===== src/hw/rtl/spq_pkg.sv =====
// Shared codes and control/status structs for the stable priority queue.
// No dependencies.
package spq_pkg;

	localparam logic [1:0] OP_INSERT = 2'd0;
	localparam logic [1:0] OP_SERVE  = 2'd1;
	localparam logic [1:0] OP_CLEAR  = 2'd2;

	localparam logic [1:0] ST_SERVED = 2'd0;
	localparam logic [1:0] ST_EMPTY  = 2'd1;
	localparam logic [1:0] ST_FULL   = 2'd2;

	typedef struct packed {
		logic       accept;  // input transfer this cycle
		logic [1:0] op;
		logic       scan;    // controller in scan phase
		logic       shift;   // controller in compaction phase
		logic       finish;  // serve complete, load result
	} spq_cmd_t;

	typedef struct packed {
		logic full;
		logic empty;
		logic scan_last;
		logic shift_done;
	} spq_sts_t;

endpackage


===== src/hw/rtl/spq_ctrl.sv =====
// Controller for the stable priority queue: handshakes and serve sequencing.
// Depends on spq_pkg.
module spq_ctrl import spq_pkg::*; (
	input  logic     clk,
	input  logic     arst_n,
	input  logic     in_valid,
	output logic     in_ready,
	input  logic [1:0] operation,
	output logic     out_valid,
	input  logic     out_ready,
	output spq_cmd_t cmd,
	input  spq_sts_t sts
);

	typedef enum logic [2:0] {
		S_IDLE  = 3'b001,
		S_SCAN  = 3'b010,
		S_SHIFT = 3'b100
	} state_t;

	state_t state_q, state_d;
	logic   out_valid_q;
	logic   acc;
	logic   early;

	assign in_ready = (state_q == S_IDLE) && (!out_valid_q || out_ready);
	assign acc      = in_valid && in_ready;
	assign out_valid = out_valid_q;

	// insert on full and serve on empty answer at once
	assign early = acc && (((operation == OP_INSERT) && sts.full) ||
	                       ((operation == OP_SERVE) && sts.empty));

	always_comb begin
		state_d = state_q;
		unique case (state_q)
			S_IDLE: begin
				if (acc && (operation == OP_SERVE) && !sts.empty)
					state_d = S_SCAN;
			end
			S_SCAN: begin
				if (sts.scan_last)
					state_d = S_SHIFT;
			end
			S_SHIFT: begin
				if (sts.shift_done)
					state_d = S_IDLE;
			end
			default: state_d = S_IDLE;
		endcase
	end

	always_comb begin
		cmd.accept = acc;
		cmd.op     = operation;
		cmd.scan   = (state_q == S_SCAN);
		cmd.shift  = (state_q == S_SHIFT);
		cmd.finish = (state_q == S_SHIFT) && sts.shift_done;
	end

	always_ff @(posedge clk or negedge arst_n) begin
		if (!arst_n) begin
			state_q     <= S_IDLE;
			out_valid_q <= 1'b0;
		end else begin
			state_q <= state_d;
			if (early || cmd.finish)
				out_valid_q <= 1'b1;
			else if (out_ready)
				out_valid_q <= 1'b0;
		end
	end

	// result slot is always free while a serve is in flight
	a_busy_slot_free: assert property (@(posedge clk) disable iff (!arst_n)
		(state_q != S_IDLE) |-> !out_valid_q)
		else $error("result pending during serve");

	a_scan_nonempty: assert property (@(posedge clk) disable iff (!arst_n)
		(state_q == S_SCAN) |-> !sts.empty)
		else $error("scan on empty queue");

	a_finish_result: assert property (@(posedge clk) disable iff (!arst_n)
		cmd.finish |=> (out_valid_q && (state_q == S_IDLE)))
		else $error("finished serve gave no result");

endmodule


===== src/hw/rtl/spq_dpath.sv =====
// Datapath for the stable priority queue: entry memory, count, stamp,
// scan comparator, compaction pointers and result register. Depends on spq_pkg.
module spq_dpath import spq_pkg::*; #(
	parameter int QUEUE_DEPTH = 64,
	parameter int STAMP_BITS  = 32
) (
	input  logic        clk,
	input  logic        arst_n,
	input  spq_cmd_t    cmd,
	output spq_sts_t    sts,
	input  logic [7:0]  severity,
	input  logic [15:0] request_id,
	output logic [15:0] served_id,
	output logic [1:0]  status
);

	localparam int IW = (QUEUE_DEPTH > 1) ? $clog2(QUEUE_DEPTH) : 1;
	localparam int CW = $clog2(QUEUE_DEPTH + 1);

	typedef struct packed {
		logic [7:0]            sev;
		logic [15:0]           id;
		logic [STAMP_BITS-1:0] stamp;
	} entry_t;

	entry_t mem [QUEUE_DEPTH];
	entry_t rdata_q;

	logic [CW-1:0]         count_q;
	logic [STAMP_BITS-1:0] stamp_q;
	logic [CW-1:0]         rd_ptr_q;
	logic [IW-1:0]         rd_idx_q;
	logic                  data_vld_q;
	logic [IW-1:0]         wr_ptr_q;
	logic                  shv_q;

	logic [IW-1:0]         best_idx_q, nb_idx;
	logic [7:0]            best_sev_q, nb_sev;
	logic [15:0]           best_id_q, nb_id;
	logic [STAMP_BITS-1:0] best_stamp_q, nb_stamp;

	logic [15:0] served_id_q;
	logic [1:0]  status_q;

	logic do_insert, rd_more, take;

	assign sts.full  = (count_q == CW'(QUEUE_DEPTH));
	assign sts.empty = (count_q == '0);
	assign do_insert = cmd.accept && (cmd.op == OP_INSERT) && !sts.full;
	assign rd_more   = (rd_ptr_q < count_q);

	assign sts.scan_last  = cmd.scan && data_vld_q && (CW'(rd_idx_q) == count_q - CW'(1));
	assign sts.shift_done = cmd.shift && !shv_q && !rd_more;

	// later entry wins only when strictly ahead: ties keep arrival order
	assign take = (rd_idx_q == '0) || (rdata_q.sev > best_sev_q) ||
	              ((rdata_q.sev == best_sev_q) && (rdata_q.stamp < best_stamp_q));

	always_comb begin
		nb_idx   = best_idx_q;
		nb_sev   = best_sev_q;
		nb_id    = best_id_q;
		nb_stamp = best_stamp_q;
		if (cmd.scan && data_vld_q && take) begin
			nb_idx   = rd_idx_q;
			nb_sev   = rdata_q.sev;
			nb_id    = rdata_q.id;
			nb_stamp = rdata_q.stamp;
		end
	end

	// memory: one write port, one registered read port
	always_ff @(posedge clk) begin
		if (do_insert)
			mem[count_q[IW-1:0]] <= '{sev: severity, id: request_id, stamp: stamp_q};
		else if (cmd.shift && shv_q)
			mem[wr_ptr_q] <= rdata_q;
		if ((cmd.scan || cmd.shift) && rd_more)
			rdata_q <= mem[rd_ptr_q[IW-1:0]];
	end

	always_ff @(posedge clk) begin
		best_idx_q   <= nb_idx;
		best_sev_q   <= nb_sev;
		best_id_q    <= nb_id;
		best_stamp_q <= nb_stamp;
		if (cmd.finish) begin
			served_id_q <= best_id_q;
			status_q    <= ST_SERVED;
		end else if (cmd.accept && (cmd.op == OP_SERVE) && sts.empty) begin
			served_id_q <= '0;
			status_q    <= ST_EMPTY;
		end else if (cmd.accept && (cmd.op == OP_INSERT) && sts.full) begin
			served_id_q <= '0;
			status_q    <= ST_FULL;
		end
	end

	always_ff @(posedge clk or negedge arst_n) begin
		if (!arst_n) begin
			count_q    <= '0;
			stamp_q    <= '0;
			rd_ptr_q   <= '0;
			rd_idx_q   <= '0;
			data_vld_q <= 1'b0;
			wr_ptr_q   <= '0;
			shv_q      <= 1'b0;
		end else begin
			if (cmd.accept) begin
				if (cmd.op == OP_CLEAR) begin
					count_q <= '0;
					stamp_q <= '0;
				end else if ((cmd.op == OP_INSERT) || (cmd.op == OP_SERVE)) begin
					if (stamp_q != '1)
						stamp_q <= stamp_q + STAMP_BITS'(1);
					if (do_insert)
						count_q <= count_q + CW'(1);
				end
				rd_ptr_q   <= '0;
				data_vld_q <= 1'b0;
			end else if (cmd.scan) begin
				if (sts.scan_last) begin
					rd_ptr_q   <= CW'(nb_idx) + CW'(1);
					wr_ptr_q   <= nb_idx;
					shv_q      <= 1'b0;
					data_vld_q <= 1'b0;
				end else begin
					data_vld_q <= rd_more;
					if (rd_more) begin
						rd_idx_q <= rd_ptr_q[IW-1:0];
						rd_ptr_q <= rd_ptr_q + CW'(1);
					end
				end
			end else if (cmd.shift) begin
				shv_q <= rd_more;
				if (rd_more)
					rd_ptr_q <= rd_ptr_q + CW'(1);
				if (shv_q)
					wr_ptr_q <= wr_ptr_q + IW'(1);
				if (cmd.finish)
					count_q <= count_q - CW'(1);
			end
		end
	end

	assign served_id = served_id_q;
	assign status    = status_q;

endmodule


===== src/hw/rtl/stable_priority_queue.sv =====
// Top level of the stable priority queue: controller plus datapath.
// Depends on spq_pkg, spq_ctrl, spq_dpath.
//
//  channel | signals                                  | transfer when
//  in      | in_valid in_ready operation severity request_id | in_valid & in_ready
//  out     | out_valid out_ready served_id status     | out_valid & out_ready
//
// Insert and clear complete as they are accepted; insert on full and serve
// on empty answer without a scan. A serve scans the n stored entries through
// the single memory read port and then compacts the entries above the winner,
// one per cycle.
// Reset is asynchronous; the entry memory needs no clearing pass.
// Input is held off while a serve runs or a result waits that is not taken.
module stable_priority_queue import spq_pkg::*; #(
	parameter int QUEUE_DEPTH = 64,
	parameter int STAMP_BITS  = 32
) (
	input  logic        clk,
	input  logic        arst_n,
	input  logic        in_valid,
	output logic        in_ready,
	input  logic [1:0]  operation,
	input  logic [7:0]  severity,
	input  logic [15:0] request_id,
	output logic        out_valid,
	input  logic        out_ready,
	output logic [15:0] served_id,
	output logic [1:0]  status
);

	spq_cmd_t cmd;
	spq_sts_t sts;

	spq_ctrl u_ctrl (
		.clk       (clk),
		.arst_n    (arst_n),
		.in_valid  (in_valid),
		.in_ready  (in_ready),
		.operation (operation),
		.out_valid (out_valid),
		.out_ready (out_ready),
		.cmd       (cmd),
		.sts       (sts)
	);

	spq_dpath #(
		.QUEUE_DEPTH (QUEUE_DEPTH),
		.STAMP_BITS  (STAMP_BITS)
	) u_dpath (
		.clk        (clk),
		.arst_n     (arst_n),
		.cmd        (cmd),
		.sts        (sts),
		.severity   (severity),
		.request_id (request_id),
		.served_id  (served_id),
		.status     (status)
	);

endmodule

===== config.mk =====
export PLATFORM = sky130hd
export DESIGN_NAME = stable_priority_queue
export DESIGN_NICKNAME = d
export VERILOG_FILES = /design/src/hw/rtl/spq_pkg.sv /design/src/hw/rtl/spq_ctrl.sv /design/src/hw/rtl/spq_dpath.sv /design/src/hw/rtl/stable_priority_queue.sv
export SDC_FILE = /design/constraint.sdc
export NUM_CORES = 2
export LEC_CHECK = 0
export ABC_AREA = 1
export BUFFER_PORTS_ARGS = -buffer_cell sky130_fd_sc_hd__buf_2
export CORE_MARGIN = 3
export CORE_UTILIZATION = 30
export DETAILED_ROUTE_END_ITERATION = 8
export PLACE_DENSITY = 0.44
export SYNTH_ARGS = -nofsm -noshare
export SYNTH_HDL_FRONTEND = slang
export SYNTH_SLANG_ARGS = --single-unit

===== constraint.sdc =====
create_clock -name clk -period 5.51 [get_ports clk]
set_clock_uncertainty 0.15 [all_clocks]
set_input_delay 1.102 -clock clk [delete_from_list [all_inputs] [get_ports clk]]
set_output_delay 1.102 -clock clk [all_outputs]
set_load 0.01 [all_outputs]

* After elaboration in Yosys (flattened, before gate mapping)
Memory sizes are Yosys's and may differ from the RTL's. A register that Yosys moved wholly into a read port is not among the register bits. Index checks and enable logic that the tools add are counted.
Storage, ports and cells: input bits 30, RAM bits 3584, logic and storage cells 142, output and inout bits 20, register bits 144, memories 1
Memory list:
- u_dpath.mem | words 64, bits a word 56, read ports 1, clocked after Yosys merged registers in 1, wr ports 1, RTL line spq_dpath.sv:26 | entry_t mem [QUEUE_DEPTH];
Operators by class: $lt $le $gt $ge 3, reduce and logical (&&, ||, !) cells 54, bitwise logic cells 2, eq/ne operators 15, $add $sub $neg 6, multiplexer cells 45
Operator list (count):
- $mux 32 | 3
- $mux 7 | 12
- $mux 56 | 1
- $reduce_or 56->1 | 1
- $mux 16 | 3
- $mux 6 | 6
- $add 32x1->32 const B | 1
- $lt 32x32->1 | 1
- $ne 32x32->1 const B | 1
- $logic_and 1x1->1 | 20
- $reduce_bool 2->1 | 9
- $mux 1 | 16
- $add 7x1->7 const B | 2
- $mux 3 | 3
- $pmux 3 s3 | 1
- $reduce_and 3->1 | 3
- $eq 8x8->1 | 1
- $gt 8x8->1 | 1
- $ne 2x2->1 const B | 4
- $reduce_and 4->1 | 2
- $add 6x1->7 const B | 1
- $eq 6x7->1 | 1
- $eq 7x7->1 const B | 1
- $logic_not 7->1 | 1
- other kinds (17) | 30

* Logic depth before layout (Yosys ltp)
depth after elaboration 10, mapped depth 25, gate-level depth less buffers 24

* Cells and area by module
A second synthesis with hierarchy kept.
Second synthesis, totals: cell total of the unflattened synthesis 10931, area total of the unflattened synthesis 148703.9 sq um
By module, submodules not included:
- spq_dpath | seq. area each 113128.5 sq um, instances 1, cells an instance 10889, area an instance 148407.3 sq um
- spq_ctrl | seq. area each 101.3 sq um, instances 1, cells an instance 42, area an instance 296.5 sq um

* Least setup slack after synthesis
OpenSTA, ideal clock, no wires.
path kind input-to-reg, from input out_ready, to memory u_dpath.mem[10][0] in the netlist's numbering (enable), arrival time 4607 ps, stages on the path 9, slack 283 ps, data required time 4890 ps, buffers on the path 1, setup time 470 ps, cell sequence inv_1 -> a21oi_2 -> nand2_4 -> nor2_1 -> inv_1 -> o21ai_1 -> buf_2 -> nand2_1 -> nor2_1
On the way: cells in the longest elaborated chain, start to end 9, elaborated cells between the ends (all ways) 12, those cells by class mux (6); reduce/logical (6)
Ends and longest elaborated chain:
- start, declared | RTL line stable_priority_queue.sv:26 | input logic out_ready,
- $logic_or 1x1->1 * | RTL line spq_ctrl.sv:26 | assign in_ready = (state_q == S_IDLE) && (!out_valid_q || out_ready);
- $logic_and 1x1->1 * | RTL line spq_ctrl.sv:26
- via in_ready | RTL line stable_priority_queue.sv:21 | output logic in_ready,
- $logic_and 1x1->1 * | RTL line spq_ctrl.sv:27 | assign acc = in_valid && in_ready;
- $logic_and 1x1->1 * (2 in a row) | RTL line spq_dpath.sv:49 | assign do_insert = cmd.accept && (cmd.op == OP_INSERT) && !sts.full;
- $mux 1 | RTL line spq_dpath.sv:74 | if (do_insert)
- $mux 1 (not written as such) | RTL line spq_dpath.sv:77 | mem[wr_ptr_q] <= rdata_q;
- $reduce_or 56->1 (no line)
- $mux 6 (no line) / $mux 1 (equally long branches)
- end, declared | RTL line spq_dpath.sv:26
Mark *: on every way through the listed nets, which the timed path passes. The rest lies on a longest branch.

* Final worst setup path
from register u_ctrl.state_q[2], to memory u_dpath.mem[12][26] in the netlist's numbering (enable)
On the way: cells in the longest elaborated chain, start to end 9, elaborated cells between the ends (all ways) 15, those cells by class eq/ne (2); mux (7); reduce/logical (6)
Ends and longest elaborated chain:
- start, declared | RTL line spq_ctrl.sv:21 | state_t state_q, state_d;
- start signal, assigned | RTL line spq_ctrl.sv:66 | state_q <= state_d;
- $eq 3x1->1 | RTL line spq_ctrl.sv:26
- $logic_and 1x1->1 | RTL line spq_ctrl.sv:26
- $logic_and 1x1->1 | RTL line spq_ctrl.sv:27
- $logic_and 1x1->1 (2 in a row) | RTL line spq_dpath.sv:49
- $mux 1 | RTL line spq_dpath.sv:74
- $mux 1 (not written as such) | RTL line spq_dpath.sv:77
- $reduce_or 56->1 (no line)
- $mux 6 (no line) / $mux 1 (equally long branches)
Parallel ways exist; a longest one is shown, timed or not.

==> impl_summary.txt <==
----------------------------------------------------
[Floorplanning]
  Vertical die dimension ... 710 um
  Core Area ... 492000 um2
  I/O pin cnt ... 50
  Starting density of the core ... 0.302
  Area of the die ... 504000 um2
  FP Rows ... 257
  Width of the die ... 710 um

[Clocking]
  H-tree level count ... 5
  Skew-Pair Late Insertion Delay ... 1.02 ns
  Maximum root-to-sink buffer count ... 4
  Clk root buf ... sky130_fd_sc_hd__clkbuf_16
  CTS tree ... built
  Post-CTS Setup Inserts ... 0
  Number of clock buffers inserted by TritonCTS ... 400
  Clock transition at the registers of the reported paths ... 0.06 ns
  Clock Sink Count ... 3784

[Synth]
  Fraction of registers with async set or reset after synthesis ... 0.0169
  Prevailing post-synth register cell ... sky130_fd_sc_hd__edfxtp_1
  Commonest cells in the netlist ... 3712 x sky130_fd_sc_hd__edfxtp_1, 1965 x sky130_fd_sc_hd__nor2_1, 1830 x sky130_fd_sc_hd__o21ai_0
  Cells after Synth ... 10945
  Number of enable flip-flop cells after synthesis ... 3712
  Net count after synthesis ... 11026
  Synth warnings ... 0
  Post-synthesis instance area ... 149000 um2
  Top-count cell post-synth ... sky130_fd_sc_hd__edfxtp_1
  Register bit count reported by yosys ... 3784
  Fraction of synthesized cell area taken by the top area cell type ... 0.750
  Dominant cell type by area after synthesis ... sky130_fd_sc_hd__edfxtp_1
  Distinct cells, synth ... 57
  Top area cells in the synthesized netlist ... sky130_fd_sc_hd__edfxtp_1 75%, sky130_fd_sc_hd__o21ai_0 6.2%, sky130_fd_sc_hd__nor2_1 5.0%
  Sequential fraction of the synthesis area ... 0.762
  Syn_area_per_cell ... 13.6 um2

[Timing]
  Final setup violating endpoints ... 0
  Max_slew headroom ... -0.0391
  Final-layout setup total negative slack ... 0 ns
  Actual transition at the worst max-transition pin ... 1.55 ns
  Hold Violations, Final ... 0
  Period Utilization, post-route ... 0.831
  Final worst path period need ... 4.58 ns
  Unrepaired setup endpoints after global routing ... false
  Fmax ... 218 MHz
  Max-slew violation count ... 2

[Detailed routing]
  Post-route antenna net violation count ... 0
  Number of design-rule violations left by the first detailed-router iteration ... 11912
  Routed vias/inst ... 5.50
  DRC violation count after routing ... 0
  DRT Pass-1 Iters ... 8
  WL/cell ... 30.6 um
  DR vias ... 98129
  Final Routed Wirelength ... 546 mm

[Layout]
  Final design utilization ... 0.352
  Area overhead of the layout relative to synthesis ... 16.4%
  Count of placed standard cells in the final layout, fillers left out ... 17852
  Net count of the finished layout ... 11110
  Layout cells sized above 1 ... 0.106

[Power and ir drop]
  Power density of the placed cells ... 408 nW/um2
  Leakage power ... 54.9 nW
  Clock power share ... 0.389
  Sequential cell fraction of total power ... 0.469
  Psw ... 19.5 mW
  Overall power after layout ... 70.5 mW
  IR Drop Worst-Case VDD ... 0.000262 V
  Share of total power in combinational logic ... 0.142
  Internal power contribution ... 51.0 mW
  Share of total power consumed by net switching ... 0.277

[Global route]
  Initial antenna violation count ... 30
  Vias in the first global route ... 93754
  Largest net degree at the start of global routing ... 171
  Global-route wire length before repair ... 755 mm
  Overflow left after global routing ... 0
  Overall Global Routing Usage ... 0.210

[Setup path]
  Crit path kind ... reg2reg
  Critical path startpoint category ... register
  Arrival time worst endpoint ... 5.10 ns
  Required arrival time at the worst endpoint ... 6.03 ns
  Kind of capture point of the worst setup path ... register
  Worst-path fanout max ... 31

[Placement]
  Placed insts ... 17101
  Final RePlAce weighted congestion ... 0.840
  Placed wire-length estimate after detailed placement ... 295 mm
  Port bufs ... 49

[Run status]
  Failing checks ... max-capacitance violations, max-slew violations
  Status ... finished with violations

[Run]
  Number of violations of the max-capacitance limit ... 1

[Worst hold path]
  Kind of path behind the tightest hold check ... in2reg

----------------------------------------------------
[placed cells by master (no fill, tap or decap), drive strengths merged, types with 63 or more instances in the layout]
master  instances
clkinv        184
nand3         274
a31oi          98
nor2         1971
clkbuf        482
o21ai        1856
a21oi         173
nand2         547
o211ai        102
buf           453
o221ai        350
dfrtp          63
inv           196
o22ai         552
edfxtp       3712
[path summary, 6_finish.rpt]
path                                      from  cells after the start  slack, ns                    end
setup / recovery             u_ctrl.state_q[2]                      9       0.93    u_dpath.mem[12][26]
hold / removal                       out_ready                      3       0.28       u_ctrl.out_valid
setup reg to reg             u_ctrl.state_q[2]                      9       0.93    u_dpath.mem[12][26]
hold reg to reg            u_dpath.rdata_q[48]                      0       0.31  u_dpath.best_sev_q[0]
max in group asynchronous               arst_n                      3       3.68    u_dpath.rd_ptr_q[0]
min in group asynchronous               arst_n                      2       0.30       u_ctrl.out_valid
[power by group through the flow]
stage / clock network, mW / registers, mW / logic, mW
final: 27.4 / 33.1 / 10.0
after detailed placement: 0 / 33.7 / 10.1
after global routing: 29.0 / 33.1 / 10.9
after CTS: 27.9 / 33.1 / 10.1
after global placement: 0 / 33.7 / 9.93
after floorplan: 0 / 33.6 / 6.04
[sequential cells by signal (all words and copies together) (netlist names)]
| name | count |
|---|---|
| u_dpath.rd_idx_q | 6 |
| u_dpath.rd_ptr_q | 7 |
| u_dpath.shv_q | 1 |
| u_dpath.best_idx_q | 6 |
| u_dpath.stamp_q | 32 |
| u_dpath.best_stamp_q | 32 |
| u_dpath.status | 2 |
| u_dpath.rdata_q | 56 |
| u_dpath.mem | 3584 |
| u_dpath.data_vld_q | 1 |
| u_dpath.served_id | 16 |
| u_dpath.best_id_q | 16 |
| u_dpath.wr_ptr_q | 6 |
| u_dpath.best_sev_q | 8 |
| u_dpath.count_q | 7 |
| u_ctrl.out_valid | 1 |
| u_ctrl.state_q | 3 |
[cells by family (layout without fill, tap and decap cells)]
kind of cell,Yosys count,in the layout,share of synthesized area
AOI/OAI and AO/OA,3205,3205,0.126
DFF,3784,3784,0.762
and+or+nand+nor,2890,2890,0.0774
xor gates and xnor gates,31,31,0.00183
buffers and inverters,959,1381,0.0260
other,0,10,0
muxes,25,25,0.00190
adders and majority gates,51,51,0.00430
[metrics by stage]
step                setup WS, ns  instance area [um2]  hold WS (ns)
floorplan                  0.283               149000         0.272
global placement           0.921               160000         0.288
detailed placement         0.941               160000         0.290
CTS                         1.06               173000         0.177
global route               0.742               173000         0.242
finish                     0.933               173000         0.278
[layer usage]
metal  global-route usage  vias to the layer above  wire length (um)
li1                     -                    41652                 -
met1                0.296                    51343            236000
met2                0.337                     4369            253000
met3               0.0297                      765             40100
met4               0.0617                        0             17200
met5                    0                        -                 0
[critical path: stages, from the launching register on]
cell and delay, ns:
sky130_fd_sc_hd__dfrtp_1 0.39, sky130_fd_sc_hd__inv_1 0.09, sky130_fd_sc_hd__nor3_2 0.33, sky130_fd_sc_hd__nand2_4 0.38, sky130_fd_sc_hd__o21ai_0 0.65, sky130_fd_sc_hd__inv_1 0.13, sky130_fd_sc_hd__nor2_1 0.18, sky130_fd_sc_hd__nand2_1 0.47
sky130_fd_sc_hd__nor2_4 1.08, sky130_fd_sc_hd__buf_4 0.37
[area by class of cell]
cell class                      count  area (um2)
Fill cell                       46881      319000
Sequential cell                  3784      113000
Multi-Input combinational cell   6202       32300
Clock buffer                      482       10500
Tap cell                         6475        8100
Timing Repair Buffer              454        5270
Clock inverter                    258        2650
Inverter                          187         748
Antenna cell                       10        25.0
[repair_timing]
action	4_1_cts	5_1_grt
setup endpoints to repair	0	0
hold endpoints to repair	4	0
gates resized for setup	0	0
hold buffers	1	0
No activity file was read; power rests on OpenSTA's default activity.
